`src/design/lsla_pkg.sv`:
```
// shared constants for the light sensor luma average block
// no dependencies
package lsla_pkg;

  localparam int unsigned PIX_W    = 8;
  localparam int unsigned FULL_W   = 12;
  localparam int unsigned PCT_W    = 7;
  localparam int unsigned COEF_W   = 16;
  localparam int unsigned LUMA_W   = 8;

  localparam logic [COEF_W-1:0] COEF_R = 16'd13933;
  localparam logic [COEF_W-1:0] COEF_G = 16'd46871;
  localparam logic [COEF_W-1:0] COEF_B = 16'd4732;

  localparam int unsigned LUMA_SCALE_SH = 2;
  localparam int unsigned LUMA_MAX      = 255;
  localparam logic [PCT_W-1:0] PERCENT  = 7'd100;
  localparam logic [FULL_W-1:0] MAX_LIGHT_RESET = 12'd1023;

  // quotient bits produced by the divider before saturation
  localparam int unsigned QBITS  = 7;
  localparam int unsigned STEP_W = 3;

endpackage

```
`src/design/lsla_fifo.sv`:
```
// small register queue used between front, back and the result port
// no dependencies
module lsla_fifo #(
  parameter int unsigned W     = 8,
  parameter int unsigned DEPTH = 2
) (
  input  logic         clk_i,
  input  logic         rst_ni,
  input  logic         push_i,
  input  logic [W-1:0] data_i,
  output logic         full_o,
  input  logic         pop_i,
  output logic [W-1:0] data_o,
  output logic         empty_o
);

  localparam int unsigned PW = (DEPTH > 1) ? $clog2(DEPTH) : 1;
  localparam int unsigned CW = $clog2(DEPTH + 1);

  logic [W-1:0]  fifo_q [DEPTH];
  logic [PW-1:0] wptr_q, wptr_d, rptr_q, rptr_d;
  logic [CW-1:0] cnt_q, cnt_d;
  logic          do_push, do_pop;

  assign full_o  = (cnt_q == CW'(DEPTH));
  assign empty_o = (cnt_q == '0);
  assign do_push = push_i && !full_o;
  assign do_pop  = pop_i && !empty_o;
  assign data_o  = fifo_q[rptr_q];

  always_comb begin
    wptr_d = wptr_q;
    rptr_d = rptr_q;
    cnt_d  = cnt_q;
    if (do_push) begin
      wptr_d = (wptr_q == PW'(DEPTH - 1)) ? '0 : wptr_q + 1'b1;
    end
    if (do_pop) begin
      rptr_d = (rptr_q == PW'(DEPTH - 1)) ? '0 : rptr_q + 1'b1;
    end
    if (do_push && !do_pop) begin
      cnt_d = cnt_q + 1'b1;
    end else if (do_pop && !do_push) begin
      cnt_d = cnt_q - 1'b1;
    end
  end

  always_ff @(posedge clk_i or negedge rst_ni) begin
    if (!rst_ni) begin
      wptr_q <= '0;
      rptr_q <= '0;
      cnt_q  <= '0;
    end else begin
      wptr_q <= wptr_d;
      rptr_q <= rptr_d;
      cnt_q  <= cnt_d;
    end
  end

  always_ff @(posedge clk_i) begin
    if (do_push) begin
      fifo_q[wptr_q] <= data_i;
    end
  end

endmodule

```
`src/design/lsla_front.sv`:
```
// front part: luma per pixel and running sum / count of the patch
// depends on lsla_pkg
module lsla_front #(
  parameter int unsigned MAX_PIXELS = 4096,
  parameter int unsigned SW         = 22,
  parameter int unsigned CW         = 13
) (
  input  logic                      clk_i,
  input  logic                      rst_ni,
  input  logic                      push_i,
  input  logic [lsla_pkg::PIX_W-1:0] red_i,
  input  logic [lsla_pkg::PIX_W-1:0] green_i,
  input  logic [lsla_pkg::PIX_W-1:0] blue_i,
  input  logic                      last_pixel_i,
  output logic                      full_o,
  output logic                      patch_push_o,
  output logic [SW+CW-1:0]          patch_o,
  input  logic                      patch_full_i
);

  localparam int unsigned PROD_W = lsla_pkg::COEF_W + lsla_pkg::PIX_W;

  logic [PROD_W+1:0]              wsum;
  logic [lsla_pkg::LUMA_W-1:0]    luma;
  logic [lsla_pkg::LUMA_W-1:0]    luma_q;
  logic                           s1_valid_q, s1_last_q;
  logic                           stall, advance, accept;
  logic [SW-1:0]                  sum_q, sum_d, sum_inc;
  logic [CW-1:0]                  cnt_q, cnt_d, cnt_inc;
  logic                           room;

  // weighted channel sum, weights add to 2^16
  assign wsum = (PROD_W+2)'(lsla_pkg::COEF_R * PROD_W'(red_i))
              + (PROD_W+2)'(lsla_pkg::COEF_G * PROD_W'(green_i))
              + (PROD_W+2)'(lsla_pkg::COEF_B * PROD_W'(blue_i));
  assign luma = (wsum[PROD_W+1:lsla_pkg::COEF_W] > (PROD_W+2-lsla_pkg::COEF_W)'(lsla_pkg::LUMA_MAX))
              ? lsla_pkg::LUMA_W'(lsla_pkg::LUMA_MAX)
              : wsum[lsla_pkg::COEF_W +: lsla_pkg::LUMA_W];

  // a last pixel waits in stage one until the patch queue has room
  assign stall   = s1_valid_q && s1_last_q && patch_full_i;
  assign full_o  = stall;
  assign accept  = push_i && !stall;
  assign advance = s1_valid_q && !stall;

  assign room    = (cnt_q < CW'(MAX_PIXELS));
  assign sum_inc = room ? sum_q + SW'({luma_q, {lsla_pkg::LUMA_SCALE_SH{1'b0}}}) : sum_q;
  assign cnt_inc = room ? cnt_q + 1'b1 : cnt_q;

  assign patch_push_o = advance && s1_last_q;
  assign patch_o      = {sum_inc, cnt_inc};

  always_comb begin
    sum_d = sum_q;
    cnt_d = cnt_q;
    if (advance) begin
      if (s1_last_q) begin
        sum_d = '0;
        cnt_d = '0;
      end else begin
        sum_d = sum_inc;
        cnt_d = cnt_inc;
      end
    end
  end

  always_ff @(posedge clk_i or negedge rst_ni) begin
    if (!rst_ni) begin
      s1_valid_q <= 1'b0;
      sum_q      <= '0;
      cnt_q      <= '0;
    end else begin
      if (!stall) begin
        s1_valid_q <= accept;
      end
      sum_q <= sum_d;
      cnt_q <= cnt_d;
    end
  end

  always_ff @(posedge clk_i) begin
    if (accept) begin
      luma_q    <= luma;
      s1_last_q <= last_pixel_i;
    end
  end

endmodule

```
`src/design/lsla_divider.sv`:
```
// back part: percent = sum*100 / (count*full), restoring division, saturated
// depends on lsla_pkg
module lsla_divider #(
  parameter int unsigned SW = 22,
  parameter int unsigned CW = 13
) (
  input  logic                        clk_i,
  input  logic                        rst_ni,
  input  logic                        patch_empty_i,
  input  logic [SW+CW-1:0]            patch_i,
  output logic                        patch_pop_o,
  input  logic [lsla_pkg::FULL_W-1:0] full_scale_i,
  input  logic                        res_full_i,
  output logic                        res_push_o,
  output logic [lsla_pkg::PCT_W-1:0]  res_o
);

  localparam int unsigned NW = SW + lsla_pkg::PCT_W;
  localparam int unsigned DW = CW + lsla_pkg::FULL_W;
  localparam int unsigned EW = (NW > DW + lsla_pkg::QBITS) ? NW : DW + lsla_pkg::QBITS;

  localparam logic [1:0] ST_IDLE = 2'd0;
  localparam logic [1:0] ST_MUL  = 2'd1;
  localparam logic [1:0] ST_DIV  = 2'd2;
  localparam logic [1:0] ST_DONE = 2'd3;

  logic [1:0]                        state_q, state_d;
  logic [SW-1:0]                     sum_q;
  logic [CW-1:0]                     cnt_q;
  logic [EW-1:0]                     rem_q, rem_d;
  logic [DW-1:0]                     den_q, den_d;
  logic [lsla_pkg::QBITS-1:0]        quo_q, quo_d;
  logic                              sat_q, sat_d;
  logic [lsla_pkg::STEP_W-1:0]       step_q, step_d;
  logic [EW-1:0]                     shifted;
  logic                              take;

  assign take        = (state_q == ST_IDLE) && !patch_empty_i && !res_full_i;
  assign patch_pop_o = take;
  assign shifted     = EW'(den_q) << step_q;
  assign res_push_o  = (state_q == ST_DONE);
  assign res_o       = (sat_q || (quo_q > lsla_pkg::PERCENT)) ? lsla_pkg::PERCENT : quo_q;

  always_comb begin
    state_d = state_q;
    rem_d   = rem_q;
    den_d   = den_q;
    quo_d   = quo_q;
    sat_d   = sat_q;
    step_d  = step_q;
    unique case (state_q)
      ST_IDLE: begin
        if (take) begin
          state_d = ST_MUL;
        end
      end
      ST_MUL: begin
        rem_d   = EW'(sum_q * NW'(lsla_pkg::PERCENT));
        den_d   = DW'(cnt_q) * DW'(full_scale_i);
        quo_d   = '0;
        sat_d   = 1'b0;
        step_d  = lsla_pkg::STEP_W'(lsla_pkg::QBITS);
        state_d = ST_DIV;
      end
      ST_DIV: begin
        if (rem_q >= shifted) begin
          rem_d = rem_q - shifted;
          // top step only tells whether the quotient reaches 128
          if (step_q == lsla_pkg::STEP_W'(lsla_pkg::QBITS)) begin
            sat_d = 1'b1;
          end else begin
            quo_d[step_q] = 1'b1;
          end
        end
        if (step_q == '0) begin
          state_d = ST_DONE;
        end else begin
          step_d = step_q - 1'b1;
        end
      end
      ST_DONE: begin
        state_d = ST_IDLE;
      end
      default: begin
        state_d = ST_IDLE;
      end
    endcase
  end

  always_ff @(posedge clk_i or negedge rst_ni) begin
    if (!rst_ni) begin
      state_q <= ST_IDLE;
    end else begin
      state_q <= state_d;
    end
  end

  always_ff @(posedge clk_i) begin
    if (take) begin
      sum_q <= patch_i[CW +: SW];
      cnt_q <= patch_i[CW-1:0];
    end
    rem_q  <= rem_d;
    den_q  <= den_d;
    quo_q  <= quo_d;
    sat_q  <= sat_d;
    step_q <= step_d;
  end

endmodule

```
`src/design/light_sensor_luma_average.sv`:
```
// top level of the light sensor luma average block
// depends on lsla_pkg, lsla_fifo, lsla_front, lsla_divider
//
// usage:
// - pixels enter through a queue-style port: a request is taken when push is
//   high and full is low; red_i/green_i/blue_i carry the color, last_pixel_i
//   closes the sensor patch
// - each pixel is weighted to Rec.709 luma, four times the luma is summed and
//   the pixels counted (at most MAX_PIXELS of them per patch)
// - a closing pixel hands sum and count to the divider through a two-entry
//   patch queue and clears the running state at once
// - results leave through a two-entry queue: light_percent_o is valid while
//   empty is low and is taken when pop is high
// - throughput: one pixel per cycle; full rises only while a closing pixel
//   waits for room in the patch queue
// - the divider handles one patch at a time (pop, multiply, 8 compare/subtract
//   steps, write) and pushes its result into the result queue
// - a stalled result side fills the result queue, then the divider waits,
//   then the patch queue fills and finally full holds off new pixels
// - cfg_we_i writes max_light_value (reset 1023); write it only while idle
// - reset clears sums, counts, queues and the divider; no clearing pass
module light_sensor_luma_average #(
  parameter int unsigned MAX_PIXELS = 4096
) (
  input  logic                        clk_i,
  input  logic                        rst_ni,
  input  logic                        push,
  output logic                        full,
  input  logic [lsla_pkg::PIX_W-1:0]  red_i,
  input  logic [lsla_pkg::PIX_W-1:0]  green_i,
  input  logic [lsla_pkg::PIX_W-1:0]  blue_i,
  input  logic                        last_pixel_i,
  output logic                        empty,
  input  logic                        pop,
  output logic [lsla_pkg::PCT_W-1:0]  light_percent_o,
  input  logic                        cfg_we_i,
  input  logic [lsla_pkg::FULL_W-1:0] cfg_wdata_i
);

  // sum grows by at most 4*255 per pixel
  localparam int unsigned SW = $clog2(MAX_PIXELS * 1020 + 1);
  localparam int unsigned CW = $clog2(MAX_PIXELS + 1);

  logic [lsla_pkg::FULL_W-1:0] max_light_q;

  // front to patch queue
  logic             patch_push, patch_full, patch_pop, patch_empty;
  logic [SW+CW-1:0] patch_wdata, patch_rdata;

  // divider to result queue
  logic                       res_push, res_full;
  logic [lsla_pkg::PCT_W-1:0] res_data;

  always_ff @(posedge clk_i or negedge rst_ni) begin
    if (!rst_ni) begin
      max_light_q <= lsla_pkg::MAX_LIGHT_RESET;
    end else if (cfg_we_i) begin
      max_light_q <= cfg_wdata_i;
    end
  end

  lsla_front #(
    .MAX_PIXELS (MAX_PIXELS),
    .SW         (SW),
    .CW         (CW)
  ) u_front (
    .clk_i        (clk_i),
    .rst_ni       (rst_ni),
    .push_i       (push),
    .red_i        (red_i),
    .green_i      (green_i),
    .blue_i       (blue_i),
    .last_pixel_i (last_pixel_i),
    .full_o       (full),
    .patch_push_o (patch_push),
    .patch_o      (patch_wdata),
    .patch_full_i (patch_full)
  );

  // patch queue lets the front keep streaming while the divider works
  lsla_fifo #(
    .W     (SW + CW),
    .DEPTH (2)
  ) u_patch_q (
    .clk_i   (clk_i),
    .rst_ni  (rst_ni),
    .push_i  (patch_push),
    .data_i  (patch_wdata),
    .full_o  (patch_full),
    .pop_i   (patch_pop),
    .data_o  (patch_rdata),
    .empty_o (patch_empty)
  );

  lsla_divider #(
    .SW (SW),
    .CW (CW)
  ) u_div (
    .clk_i         (clk_i),
    .rst_ni        (rst_ni),
    .patch_empty_i (patch_empty),
    .patch_i       (patch_rdata),
    .patch_pop_o   (patch_pop),
    .full_scale_i  (max_light_q),
    .res_full_i    (res_full),
    .res_push_o    (res_push),
    .res_o         (res_data)
  );

  // result queue parts the divider from a stalling receiver
  lsla_fifo #(
    .W     (lsla_pkg::PCT_W),
    .DEPTH (2)
  ) u_res_q (
    .clk_i   (clk_i),
    .rst_ni  (rst_ni),
    .push_i  (res_push),
    .data_i  (res_data),
    .full_o  (res_full),
    .pop_i   (pop),
    .data_o  (light_percent_o),
    .empty_o (empty)
  );

  // results stay within percent range
  assert property (@(posedge clk_i) disable iff (!rst_ni)
    !empty |-> (light_percent_o <= lsla_pkg::PERCENT))
    else $error("light percent above 100");

  // input back-pressure only comes from a full patch queue
  assert property (@(posedge clk_i) disable iff (!rst_ni)
    full |-> patch_full)
    else $error("full without a full patch queue");

  // the divider never writes into a full result queue
  assert property (@(posedge clk_i) disable iff (!rst_ni)
    res_push |-> !res_full)
    else $error("result lost at full result queue");

  // a patch handed over is never dropped at the patch queue
  assert property (@(posedge clk_i) disable iff (!rst_ni)
    patch_push |-> !patch_full)
    else $error("patch lost at full patch queue");

endmodule

```
`config.mk`:
```
export PLATFORM = sky130hd
export DESIGN_NAME = light_sensor_luma_average
export DESIGN_NICKNAME = d
export VERILOG_FILES = /design/src/design/lsla_pkg.sv /design/src/design/lsla_fifo.sv /design/src/design/lsla_front.sv /design/src/design/lsla_divider.sv /design/src/design/light_sensor_luma_average.sv
export SDC_FILE = /design/constraint.sdc
export NUM_CORES = 1
export LEC_CHECK = 0
export ABC_AREA = 0
export BUFFER_PORTS_ARGS = -buffer_cell sky130_fd_sc_hd__buf_4
export CAP_MARGIN = 0
export CORE_MARGIN = 2
export CORE_UTILIZATION = 40
export CTS_CLUSTER_SIZE = 24
export DETAILED_ROUTE_END_ITERATION = 8
export PLACE_DENSITY = 0.54
export SYNTH_ARGS = -nofsm -noshare
export SYNTH_HDL_FRONTEND = slang
export SYNTH_SLANG_ARGS = --single-unit
```
`constraint.sdc`:
```
create_clock -name clk_i -period 8.85 [get_ports clk_i]
set_input_delay 1.3275 -clock clk_i [delete_from_list [all_inputs] [get_ports clk_i]]
set_output_delay 1.3275 -clock clk_i [all_outputs]
set_load 0.03 [all_outputs]
```
==> flow_summary_export.csv, run 1 <==
group,metric,value,unit
clock_network,clock_sink_count,246,
global_routing,grt_pass1_vias,18500,
placed_design,place_inst,3380,
detailed_routing,drt-wirelength-per-cell,15.7,um
global_routing,track_usage,16.6,%
setup_path,cp_bufs_invs,7,
detailed_routing,detailedRoute.firstPassIterationCount,5,
floorplan,dieArea,66800,um2
placed_design,port-buffer-count,50,
floorplan,design.core.area,64200,um2
detailed_routing,detailed_route_wl,54000,um
floorplan,ioPinCount,51,
layout,post-route-util,43.8,%
sta,clock-skew-final,26.0,ps
sta,hold_violations,0,
yosys,yosys.cell_types.count,75,
layout,final-instance-count-excl-fill,3432,
sta,setup_repair_after_global_routing_missed_its_margin,"no",
detailed_routing,antenna_violating_nets_post_route,0,
status,outcome,"finished, final reports clean",
sta,setup_violations,0,
sta,final_min_period_over_clock_period,93.2,%
setup_path,worstSetupEndpointType,"flip-flop",
yosys,async_flop_share,22.8,%
setup_path,critical_path.slowest_cell,"sky130_fd_sc_hd__fa_1",
setup_path,r2r_slack,2440,ps
setup_path,critical_path_arrival,8540,ps
setup_path,r2r.worst_path.cells,19,
sta,timing.setup.tns,0,ps
setup_path,critical_path_required,9150,ps
sta,timing.max_slew.rel_slack,30.7,%
setup_path,crit_path_max_fanout,6,
sta,layout_setup_ws,606,ps
clock_network,hold_buffers,0,
layout,fillerInstances,6153,
clock_network,cts-resized-gates,0,
layout,mostFrequentLayoutCells,"sky130_fd_sc_hd__inv_1, sky130_fd_sc_hd__ha_1, sky130_fd_sc_hd__fa_1, sky130_fd_sc_hd__nand2_1, sky130_fd_sc_hd__edfxtp_1",
worst_hold_path,hold_end,"u_res_q.wptr_q",
job,max_cap_viol_count,0,
sta,fmax,121,MHz
setup_path,crit_family,"adder cells",
yosys,number_of_flops_mapped_to_enable_cells_by_yosys,190,
placed_design,final_hpwl_dp,44100,um
clock_network,cts-root-buf,"sky130_fd_sc_hd__clkbuf_16",
yosys,synth-seq-cells,246,
global_routing,grt_first_pass_wirelength,91400,um
detailed_routing,num_vias,17300,
detailed_routing,avgViaCountPerCell,5.03,
setup_path,launch_point_of_the_worst_reg_to_reg_path,"u_div.cnt_q[2]",
yosys,post_synth_instance_area,25900,um2
layout,n_antenna_cell,0,
floorplan,initial_standard_cell_utilization_of_the_core,40.3,%
layout,areaGrowthSynthToFinish,8.59,%
sta,period_needed,8240,ps
layout,layout.nets,3184,
clock_network,clock_tree_from_tritoncts,"built",
setup_path,timing.rr.end,"u_div.den_q[24]",
yosys,synth.avg_cell_area,10.2,um2
global_routing,grt_max_degree,73,
floorplan,placementRows,93,
setup_path,criticalPathCategory,"in -> reg",
clock_network,cts_setup_buffers,0,
clock_network,numCtsBuffers,28,
clock_network,cts.reportedPaths.clkPinSlew,60,ps
clock_network,cts.path.max_buffers,3,
clock_network,htree_num_levels,1,
worst_hold_path,hold-path-cell-count,1,
yosys,total_number_of_yosys_warnings,0,
floorplan,die-width,259,um
yosys,primary_flip_flop_cell_chosen_by_synthesis_mapping,"sky130_fd_sc_hd__edfxtp_1",
global_routing,overflow,0,
setup_path,startpoint_class_of_the_critical_path,"primary input",
detailed_routing,total_drc_errors_in_the_routed_layout,0,
yosys,ys_seq_area_share,27.5,%
detailed_routing,first_iter_violations,728,
worst_hold_path,timing.hold.worst.start,"u_res_q.wptr_q",
layout,drive_above_1_share,8.46,%
sta,worst_slew_pin_slew,1040,ps
global_routing,grt_antenna_before_repair,1,
yosys,netlist_instances,2530,
clock_network,clk-insertion-delay-late,560,ps
sta,maxSlewViolCount,0,
placed_design,finalWeightedCongestion,0.870,
setup_path,critPathMaxStageDelay,540,ps
worst_hold_path,holdCritPathClass,"reg -> reg",
placed_design,dpl_worst_slack,53.6,ps
floorplan,die_h,259,um
layout,layout_commonest_cell,"sky130_fd_sc_hd__inv_1",
==> how the worst max path moves through the flow <==
stage                          start                 to  cells after the start
after floorplan           green_i[5]  u_front.luma_q[5]                     29
after global placement    green_i[5]  u_front.luma_q[5]                     30
after detailed placement  green_i[5]  u_front.luma_q[5]                     30
after CTS                 green_i[5]  u_front.luma_q[5]                     30
after global routing      green_i[5]  u_front.luma_q[5]                     30
final                     green_i[5]  u_front.luma_q[5]                     30
==> flip-flops by register name, summed over array words and instances (netlist names), 13 cells and up <==
signal,flops
u_res_q.fifo_q,14
u_div.sum_q,20
u_div.rem_q,32
u_div.cnt_q,13
u_front.cnt_q,13
u_div.den_q,25
u_patch_q.fifo_q,66
u_front.sum_q,20
==> per-layer routing <==
metal | routed length, um | GRT usage (%) | vias up
li1 | - | - | 8494
met1 | 23100 | 20.5 | 8508
met2 | 28300 | 30.9 | 200
met3 | 1250 | 1.45 | 75
met4 | 1370 | 4.72 | 2
met5 | 16 | 0 | -
==> stage by stage <==
stage	cell area (um2)	hold WS (ps)
floorplan	25900	456
global placement	27200	478
detailed placement	27200	479
CTS	28100	493
global route	28100	535
finish	28100	492
==> worst reg2reg max path: stages, from the launching register on <==
cell	delay (ps)
sky130_fd_sc_hd__edfxtp_1	830
sky130_fd_sc_hd__nand2_1	180
sky130_fd_sc_hd__fa_1	540
sky130_fd_sc_hd__inv_1	60
sky130_fd_sc_hd__fa_1	500
sky130_fd_sc_hd__fa_1	550
sky130_fd_sc_hd__inv_1	60
sky130_fd_sc_hd__fa_1	520
sky130_fd_sc_hd__inv_1	50
sky130_fd_sc_hd__fa_1	480
sky130_fd_sc_hd__ha_1	380
sky130_fd_sc_hd__and3_1	200
sky130_fd_sc_hd__nand4_1	90
sky130_fd_sc_hd__a211oi_1	70
sky130_fd_sc_hd__or3_4	410
sky130_fd_sc_hd__or4_4	440
sky130_fd_sc_hd__and3_4	180
sky130_fd_sc_hd__a2111oi_4	370
sky130_fd_sc_hd__a21oi_2	100
sky130_fd_sc_hd__xnor2_1	150
==> synth_stat cells, types with 20 or more instances <==
library cell,number,area share [%]
sky130_fd_sc_hd__xor2_1,43,1.5
sky130_fd_sc_hd__nor2_1,92,1.3
sky130_fd_sc_hd__a21oi_1,111,2.1
sky130_fd_sc_hd__dfrtp_1,46,4.4
sky130_fd_sc_hd__mux2_2,64,2.8
sky130_fd_sc_hd__inv_1,448,6.5
sky130_fd_sc_hd__o21ai_0,76,1.5
sky130_fd_sc_hd__o21a_1,23,0.67
sky130_fd_sc_hd__nand3_1,26,0.50
sky130_fd_sc_hd__nand2_1,235,3.4
sky130_fd_sc_hd__nor3_1,26,0.50
sky130_fd_sc_hd__nor2b_1,20,0.48
sky130_fd_sc_hd__edfxtp_1,190,22
sky130_fd_sc_hd__ha_1,339,16
sky130_fd_sc_hd__xnor2_1,94,3.2
sky130_fd_sc_hd__and3_1,20,0.48
sky130_fd_sc_hd__fa_1,248,19
sky130_fd_sc_hd__and2_1,62,1.5
sky130_fd_sc_hd__clkbuf_1,56,0.81
sky130_fd_sc_hd__a21o_1,38,1.1
sky130_fd_sc_hd__o21bai_1,23,0.67
sky130_fd_sc_hd__mux2i_1,44,1.7
==> cell families after synthesis <==
group	after synthesis	share of synthesized area, %
xor+xnor	137	4.63
simple gates	547	10.0
other cells	1	0.0145
compound gates	374	9.36
fa+ha+maj	587	35.5
flops	246	27.5
buf+inv	519	7.52
mux	119	5.44
==> cell type report <==
cell class	count	area, um2	share of cell area (%)
inverter	449	1690	5.99
tap	855	1070	3.80
timing repair buffer	64	480	1.71
clock buffer	37	776	2.76
multi-input combinational	1766	16900	59.9
sequential	246	7120	25.3
clock inverter	15	148	0.525
Power of run 1 is left out: the tool's default activity adds up to more than one toggle a clock period on the data nets, which glitch-free logic cannot reach.
==> run 2: changes to the inputs <==
--- a/config.mk
+++ b/config.mk
@@ -6,7 +6,7 @@
 export NUM_CORES = 1
 export LEC_CHECK = 0
 export ABC_AREA = 0
-export BUFFER_PORTS_ARGS = -buffer_cell sky130_fd_sc_hd__buf_4
+export BUFFER_PORTS_ARGS = -buffer_cell sky130_fd_sc_hd__buf_2
 export CAP_MARGIN = 0
 export CORE_MARGIN = 2
 export CORE_UTILIZATION = 40
==> run 2 against run 1 <==
Die area did not move; clock skew fell by 14 ps; global-route usage rose by 0.057 points; worst setup slack improved by 130 ps; cell area fell by 0.52%.
==> flow_summary_export.csv, run 2 (same netlist as run 1, synthesis figures left out) <==
group,metric,value,unit
status,outcome,"finished, final reports clean",
layout,mostFrequentLayoutCells,"sky130_fd_sc_hd__inv_1, sky130_fd_sc_hd__ha_1, sky130_fd_sc_hd__fa_1, sky130_fd_sc_hd__nand2_1, sky130_fd_sc_hd__edfxtp_1",
sta,final_min_period_over_clock_period,91.7,%
clock_network,numCtsBuffers,28,
clock_network,clock_tree_from_tritoncts,"built",
layout,layout.nets,3185,
clock_network,cts-resized-gates,0,
detailed_routing,detailedRoute.firstPassIterationCount,5,
clock_network,clock_sink_count,246,
floorplan,initial_standard_cell_utilization_of_the_core,40.3,%
global_routing,overflow,0,
layout,areaGrowthSynthToFinish,8.03,%
layout,largest_register_ff_count,66,
detailed_routing,drt-met1-wl,23300,um
clock_network,cts.reportedPaths.clkPinSlew,60,ps
detailed_routing,detailed_route_wl,54200,um
job,max_cap_viol_count,0,
sta,maxSlewViolCount,0,
clock_network,htree_num_levels,1,
placed_design,final_hpwl_dp,44200,um
floorplan,placementRows,93,
clock_network,clk-insertion-delay-late,560,ps
sta,setup_violations,0,
global_routing,grt_pass1_vias,18400,
global_routing,grt_antenna_before_repair,2,
layout,layout_commonest_cell,"sky130_fd_sc_hd__inv_1",
floorplan,ioPinCount,51,
sta,setup_repair_after_global_routing_missed_its_margin,"no",
setup_path,critical_path_required,9160,ps
global_routing,grt_first_pass_wirelength,91800,um
detailed_routing,first_iter_violations,833,
clock_network,cts.path.max_buffers,3,
sta,layout_setup_ws,732,ps
setup_path,criticalPathCategory,"in -> reg",
placed_design,port-buffer-count,50,
detailed_routing,total_drc_errors_in_the_routed_layout,0,
layout,fin_area,28000,um2
worst_hold_path,hold_end,"u_patch_q.cnt_q[1]",
sta,timing.setup.tns,0,ps
detailed_routing,routed-wl-met3,1260,um
setup_path,r2r.worst_path.cells,19,
setup_path,worstSetupEndpointType,"flip-flop",
clock_network,cts-root-buf,"sky130_fd_sc_hd__clkbuf_16",
setup_path,crit_path_max_fanout,6,
sta,hold_violations,0,
clock_network,hold_buffers,0,
layout,drive_above_1_share,8.46,%
floorplan,die_h,259,um
detailed_routing,antenna_violating_nets_post_route,0,
detailed_routing,avgViaCountPerCell,5.05,
setup_path,timing.rr.end,"u_div.den_q[24]",
floorplan,die-width,259,um
clock_network,cts_setup_buffers,0,
floorplan,dieArea,66800,um2
setup_path,r2r_slack,2500,ps
setup_path,critical_path_arrival,8430,ps
layout,reg_top3,"u_patch_q.fifo_q: 66 flops, u_div.rem_q: 32 flops, u_div.den_q: 25 flops",
layout,n_antenna_cell,0,
detailed_routing,drt-wirelength-per-cell,15.8,um
setup_path,critPathMaxStageDelay,550,ps
placed_design,dpl_worst_slack,112,ps
worst_hold_path,hold-path-cell-count,1,
setup_path,critical_path.slowest_cell,"sky130_fd_sc_hd__fa_1",
sta,period_needed,8120,ps
sta,clock-skew-final,11.7,ps
detailed_routing,num_vias,17300,
placed_design,placement.cell_area,27100,um2
placed_design,finalWeightedCongestion,0.877,
setup_path,startpoint_class_of_the_critical_path,"primary input",
detailed_routing,highest_layer,"met5",
layout,max_flop_register,"u_patch_q.fifo_q",
worst_hold_path,holdCritPathClass,"reg -> reg",
sta,timing.max_slew.rel_slack,31.1,%
sta,worst_slew_pin_slew,1030,ps
detailed_routing,detailroute.wirelength.met2,28200,um
global_routing,track_usage,16.7,%
worst_hold_path,timing.hold.worst.start,"u_patch_q.cnt_q[1]",
floorplan,design.core.area,64200,um2
setup_path,launch_point_of_the_worst_reg_to_reg_path,"u_div.cnt_q[1]",
global_routing,grt_max_degree,73,
sta,fmax,123,MHz
-- run 2: how the worst max path moves through the flow --
| stage | startpoint | to | cells past startpoint |
|---|---|---|---|
| floorplan | green_i[5] | u_front.luma_q[5] | 29 |
| global placement | green_i[5] | u_front.luma_q[5] | 30 |
| detailed placement | green_i[5] | u_front.luma_q[5] | 30 |
| CTS | green_i[5] | u_front.luma_q[5] | 30 |
| global route | green_i[5] | u_front.luma_q[5] | 30 |
| finish | green_i[5] | u_front.luma_q[5] | 30 |
-- run 2: layer usage --
metal | global-route usage, % | up-vias
met3 | 1.44 | 77
met5 | 0 | -
li1 | - | 8514
met1 | 20.6 | 8537
met2 | 30.8 | 207
met4 | 5.03 | 4
-- run 2: layout make-up --
cell class                 instances  area [um2]
clock inverter                    17         148
fill                            6235       36200
inverter                         449        1690
multi-input combinational       1766       16900
sequential                       246        7120
timing repair buffer              65         363
tap                              855        1070
clock buffer                      35         748
-- run 2: worst max-delay path: cells and delay by family --
kind / cells / cell delay, ps
buf+inv: 7 / 500
xor+xnor: 1 / 140
compound gates: 11 / 2100
fa+ha+maj: 8 / 3720
simple gates: 3 / 610
-- run 2: through the flow --
step	util, %	cells	hold slack (ps)
detailed placement	42.2	3381	487
global placement	42.2	3381	477
floorplan	-	2531	456
CTS	43.6	3433	503
global route	43.6	3433	520
finish	43.6	3433	494
Power of run 2 is left out for the same reason.
==> run 3: changes to the inputs <==
--- a/config.mk
+++ b/config.mk
@@ -8,11 +8,13 @@
 export ABC_AREA = 0
 export BUFFER_PORTS_ARGS = -buffer_cell sky130_fd_sc_hd__buf_2
 export CAP_MARGIN = 0
+export CORE_ASPECT_RATIO = 1.25
 export CORE_MARGIN = 2
 export CORE_UTILIZATION = 40
 export CTS_CLUSTER_SIZE = 24
 export DETAILED_ROUTE_END_ITERATION = 8
 export PLACE_DENSITY = 0.54
+export SKIP_LAST_GASP = 1
 export SYNTH_ARGS = -nofsm -noshare
 export SYNTH_HDL_FRONTEND = slang
 export SYNTH_SLANG_ARGS = --single-unit
==> run 3 against run 2 <==
Critical path depth stayed put; routed wire length is 2.5% higher; final cell count is 0.23% lower; sequential share of layout area is 0.092 points lower; clock-buffer cell count is 5 lower; core utilization is 0.12 points higher; die area hardly changed; via count is 0.55% lower; fmax is 0.21% lower; critical endpoint unchanged.
==> flow_summary_export.csv, run 3 (same netlist as run 1, synthesis figures left out) <==
group,metric,value,unit
status,outcome,"finished, final reports clean",
layout,multi_input_comb_area,16900,um2
clock_network,cts_setup_buffers,0,
detailed_routing,antenna_violating_nets_post_route,0,
floorplan,placementRows,104,
clock_network,clock_sink_count,246,
global_routing,grt_first_pass_wirelength,92200,um
layout,max_flop_register,"u_patch_q.fifo_q",
layout,layout.nets,3185,
detailed_routing,first_iter_violations,759,
layout,drive_above_1_share,8.50,%
layout,n_antenna_cell,0,
layout,seqCellArea,7120,um2
layout,mostFrequentLayoutCells,"sky130_fd_sc_hd__inv_1, sky130_fd_sc_hd__ha_1, sky130_fd_sc_hd__fa_1, sky130_fd_sc_hd__nand2_1, sky130_fd_sc_hd__edfxtp_1",
setup_path,critPathMaxStageDelay,560,ps
sta,layout_setup_ws,714,ps
sta,timing.max_slew.rel_slack,26.5,%
floorplan,dieArea,66800,um2
sta,setup_repair_after_global_routing_missed_its_margin,"no",
setup_path,worstSetupEndpointType,"flip-flop",
layout,layout_commonest_cell,"sky130_fd_sc_hd__inv_1",
sta,final_min_period_over_clock_period,91.9,%
floorplan,initial_standard_cell_utilization_of_the_core,40.3,%
sta,maxSlewViolCount,0,
global_routing,grt_pass1_vias,18500,
layout,largest_register_ff_count,66,
layout,areaGrowthSynthToFinish,8.42,%
sta,fmax,123,MHz
detailed_routing,avgViaCountPerCell,5.03,
floorplan,die-width,232,um
setup_path,crit_path_max_fanout,6,
sta,clock-skew-final,22.1,ps
clock_network,cts.reportedPaths.clkPinSlew,60,ps
clock_network,hold_buffers,0,
detailed_routing,detailedRoute.firstPassIterationCount,5,
placed_design,final_hpwl_dp,46000,um
detailed_routing,drt-wirelength-per-cell,16.2,um
worst_hold_path,holdCritPathClass,"reg -> reg",
global_routing,grt_antenna_before_repair,1,
layout,fillerInstances,6235,
clock_network,clock_tree_from_tritoncts,"built",
job,max_cap_viol_count,0,
detailed_routing,total_drc_errors_in_the_routed_layout,0,
sta,setup_violations,0,
setup_path,criticalPathCategory,"in -> reg",
global_routing,grt_max_degree,73,
sta,period_needed,8140,ps
clock_network,cts-resized-gates,0,
clock_network,numCtsBuffers,27,
placed_design,finalWeightedCongestion,0.931,
setup_path,critical_path.slowest_cell,"sky130_fd_sc_hd__fa_1",
setup_path,startpoint_class_of_the_critical_path,"primary input",
placed_design,dpl_worst_slack,158,ps
placed_design,port-buffer-count,50,
detailed_routing,num_vias,17200,
sta,hold_violations,0,
floorplan,design.core.area,64300,um2
clock_network,clk-insertion-delay-late,560,ps
sta,timing.setup.tns,0,ps
global_routing,overflow,0,
layout,reg_top3,"u_patch_q.fifo_q: 66 flops, u_div.rem_q: 32 flops, u_div.den_q: 25 flops",
detailed_routing,detailed_route_wl,55600,um
sta,worst_slew_pin_slew,1100,ps
global_routing,track_usage,17.1,%
floorplan,ioPinCount,51,
clock_network,htree_num_levels,1,
clock_network,cts.path.max_buffers,3,
clock_network,cts-root-buf,"sky130_fd_sc_hd__clkbuf_16",
floorplan,die_h,289,um
setup_path,critical_path_required,9140,ps
setup_path,critical_path_arrival,8420,ps
-- run 3: changes by cell type in the layout (fill, tap and decap cells not counted), moves of 3 or more --
cell / change
sky130_fd_sc_hd__clkbuf_1: -4
sky130_fd_sc_hd__bufinv_16: +6
sky130_fd_sc_hd__clkinvlp_4: -4
sky130_fd_sc_hd__inv_6: +3
-- run 3: through the flow --
step	hold WS, ps	area [um2]	std cells	utilization [%]
2_1_floorplan	456	25900	2531	-
3_3_place_gp	479	27100	3375	42.1
5_1_grt	528	28100	3425	43.7
3_5_place_dp	489	27100	3375	42.1
6_report	499	28100	3425	43.7
4_1_cts	501	28100	3425	43.7
-- run 3: worst max-delay path: cells and delay by family --
family,cells,cell delay [ps]
XOR/XNOR,1,150
buffers and inverters,7,490
AND/OR/NAND/NOR,3,540
AO/OA/AOI/OAI,11,2130
adder cells (fa/ha/maj),8,3750
-- run 3: path summary, 6_finish.rpt --
kind                                    start                 end  slack (ps)  cells past startpoint
min                        u_patch_q.cnt_q[1]  u_patch_q.cnt_q[1]         500                      1
max reg2reg                    u_div.cnt_q[3]     u_div.den_q[24]        2510                     19
max in group asynchronous              rst_ni     max_light_q[11]        7280                      2
min in group asynchronous              rst_ni   u_front.sum_q[18]         930                      2
min reg2reg                u_patch_q.cnt_q[1]  u_patch_q.cnt_q[1]         500                      1
max                                green_i[5]   u_front.luma_q[5]         710                     30
-- run 3: area by class of cell --
type | instances | area share [%]
sequential | 246 | 25.3
tap | 848 | 3.78
clock buffer | 30 | 2.48
multi-input combinational | 1766 | 60.0
timing repair buffer | 66 | 1.32
clock inverter | 20 | 1.07
inverter | 449 | 6.00
-- run 3: per-layer routing --
| layer | up-vias | routed length [um] | global-route usage (%) |
|---|---|---|---|
| met3 | 96 | 1390 | 1.33 |
| met2 | 239 | 30500 | 33.6 |
| met5 | - | 13 | 0 |
| met4 | 2 | 2060 | 6.35 |
| met1 | 8423 | 21600 | 19.0 |
| li1 | 8484 | - | - |
Power of run 3 is left out for the same reason.
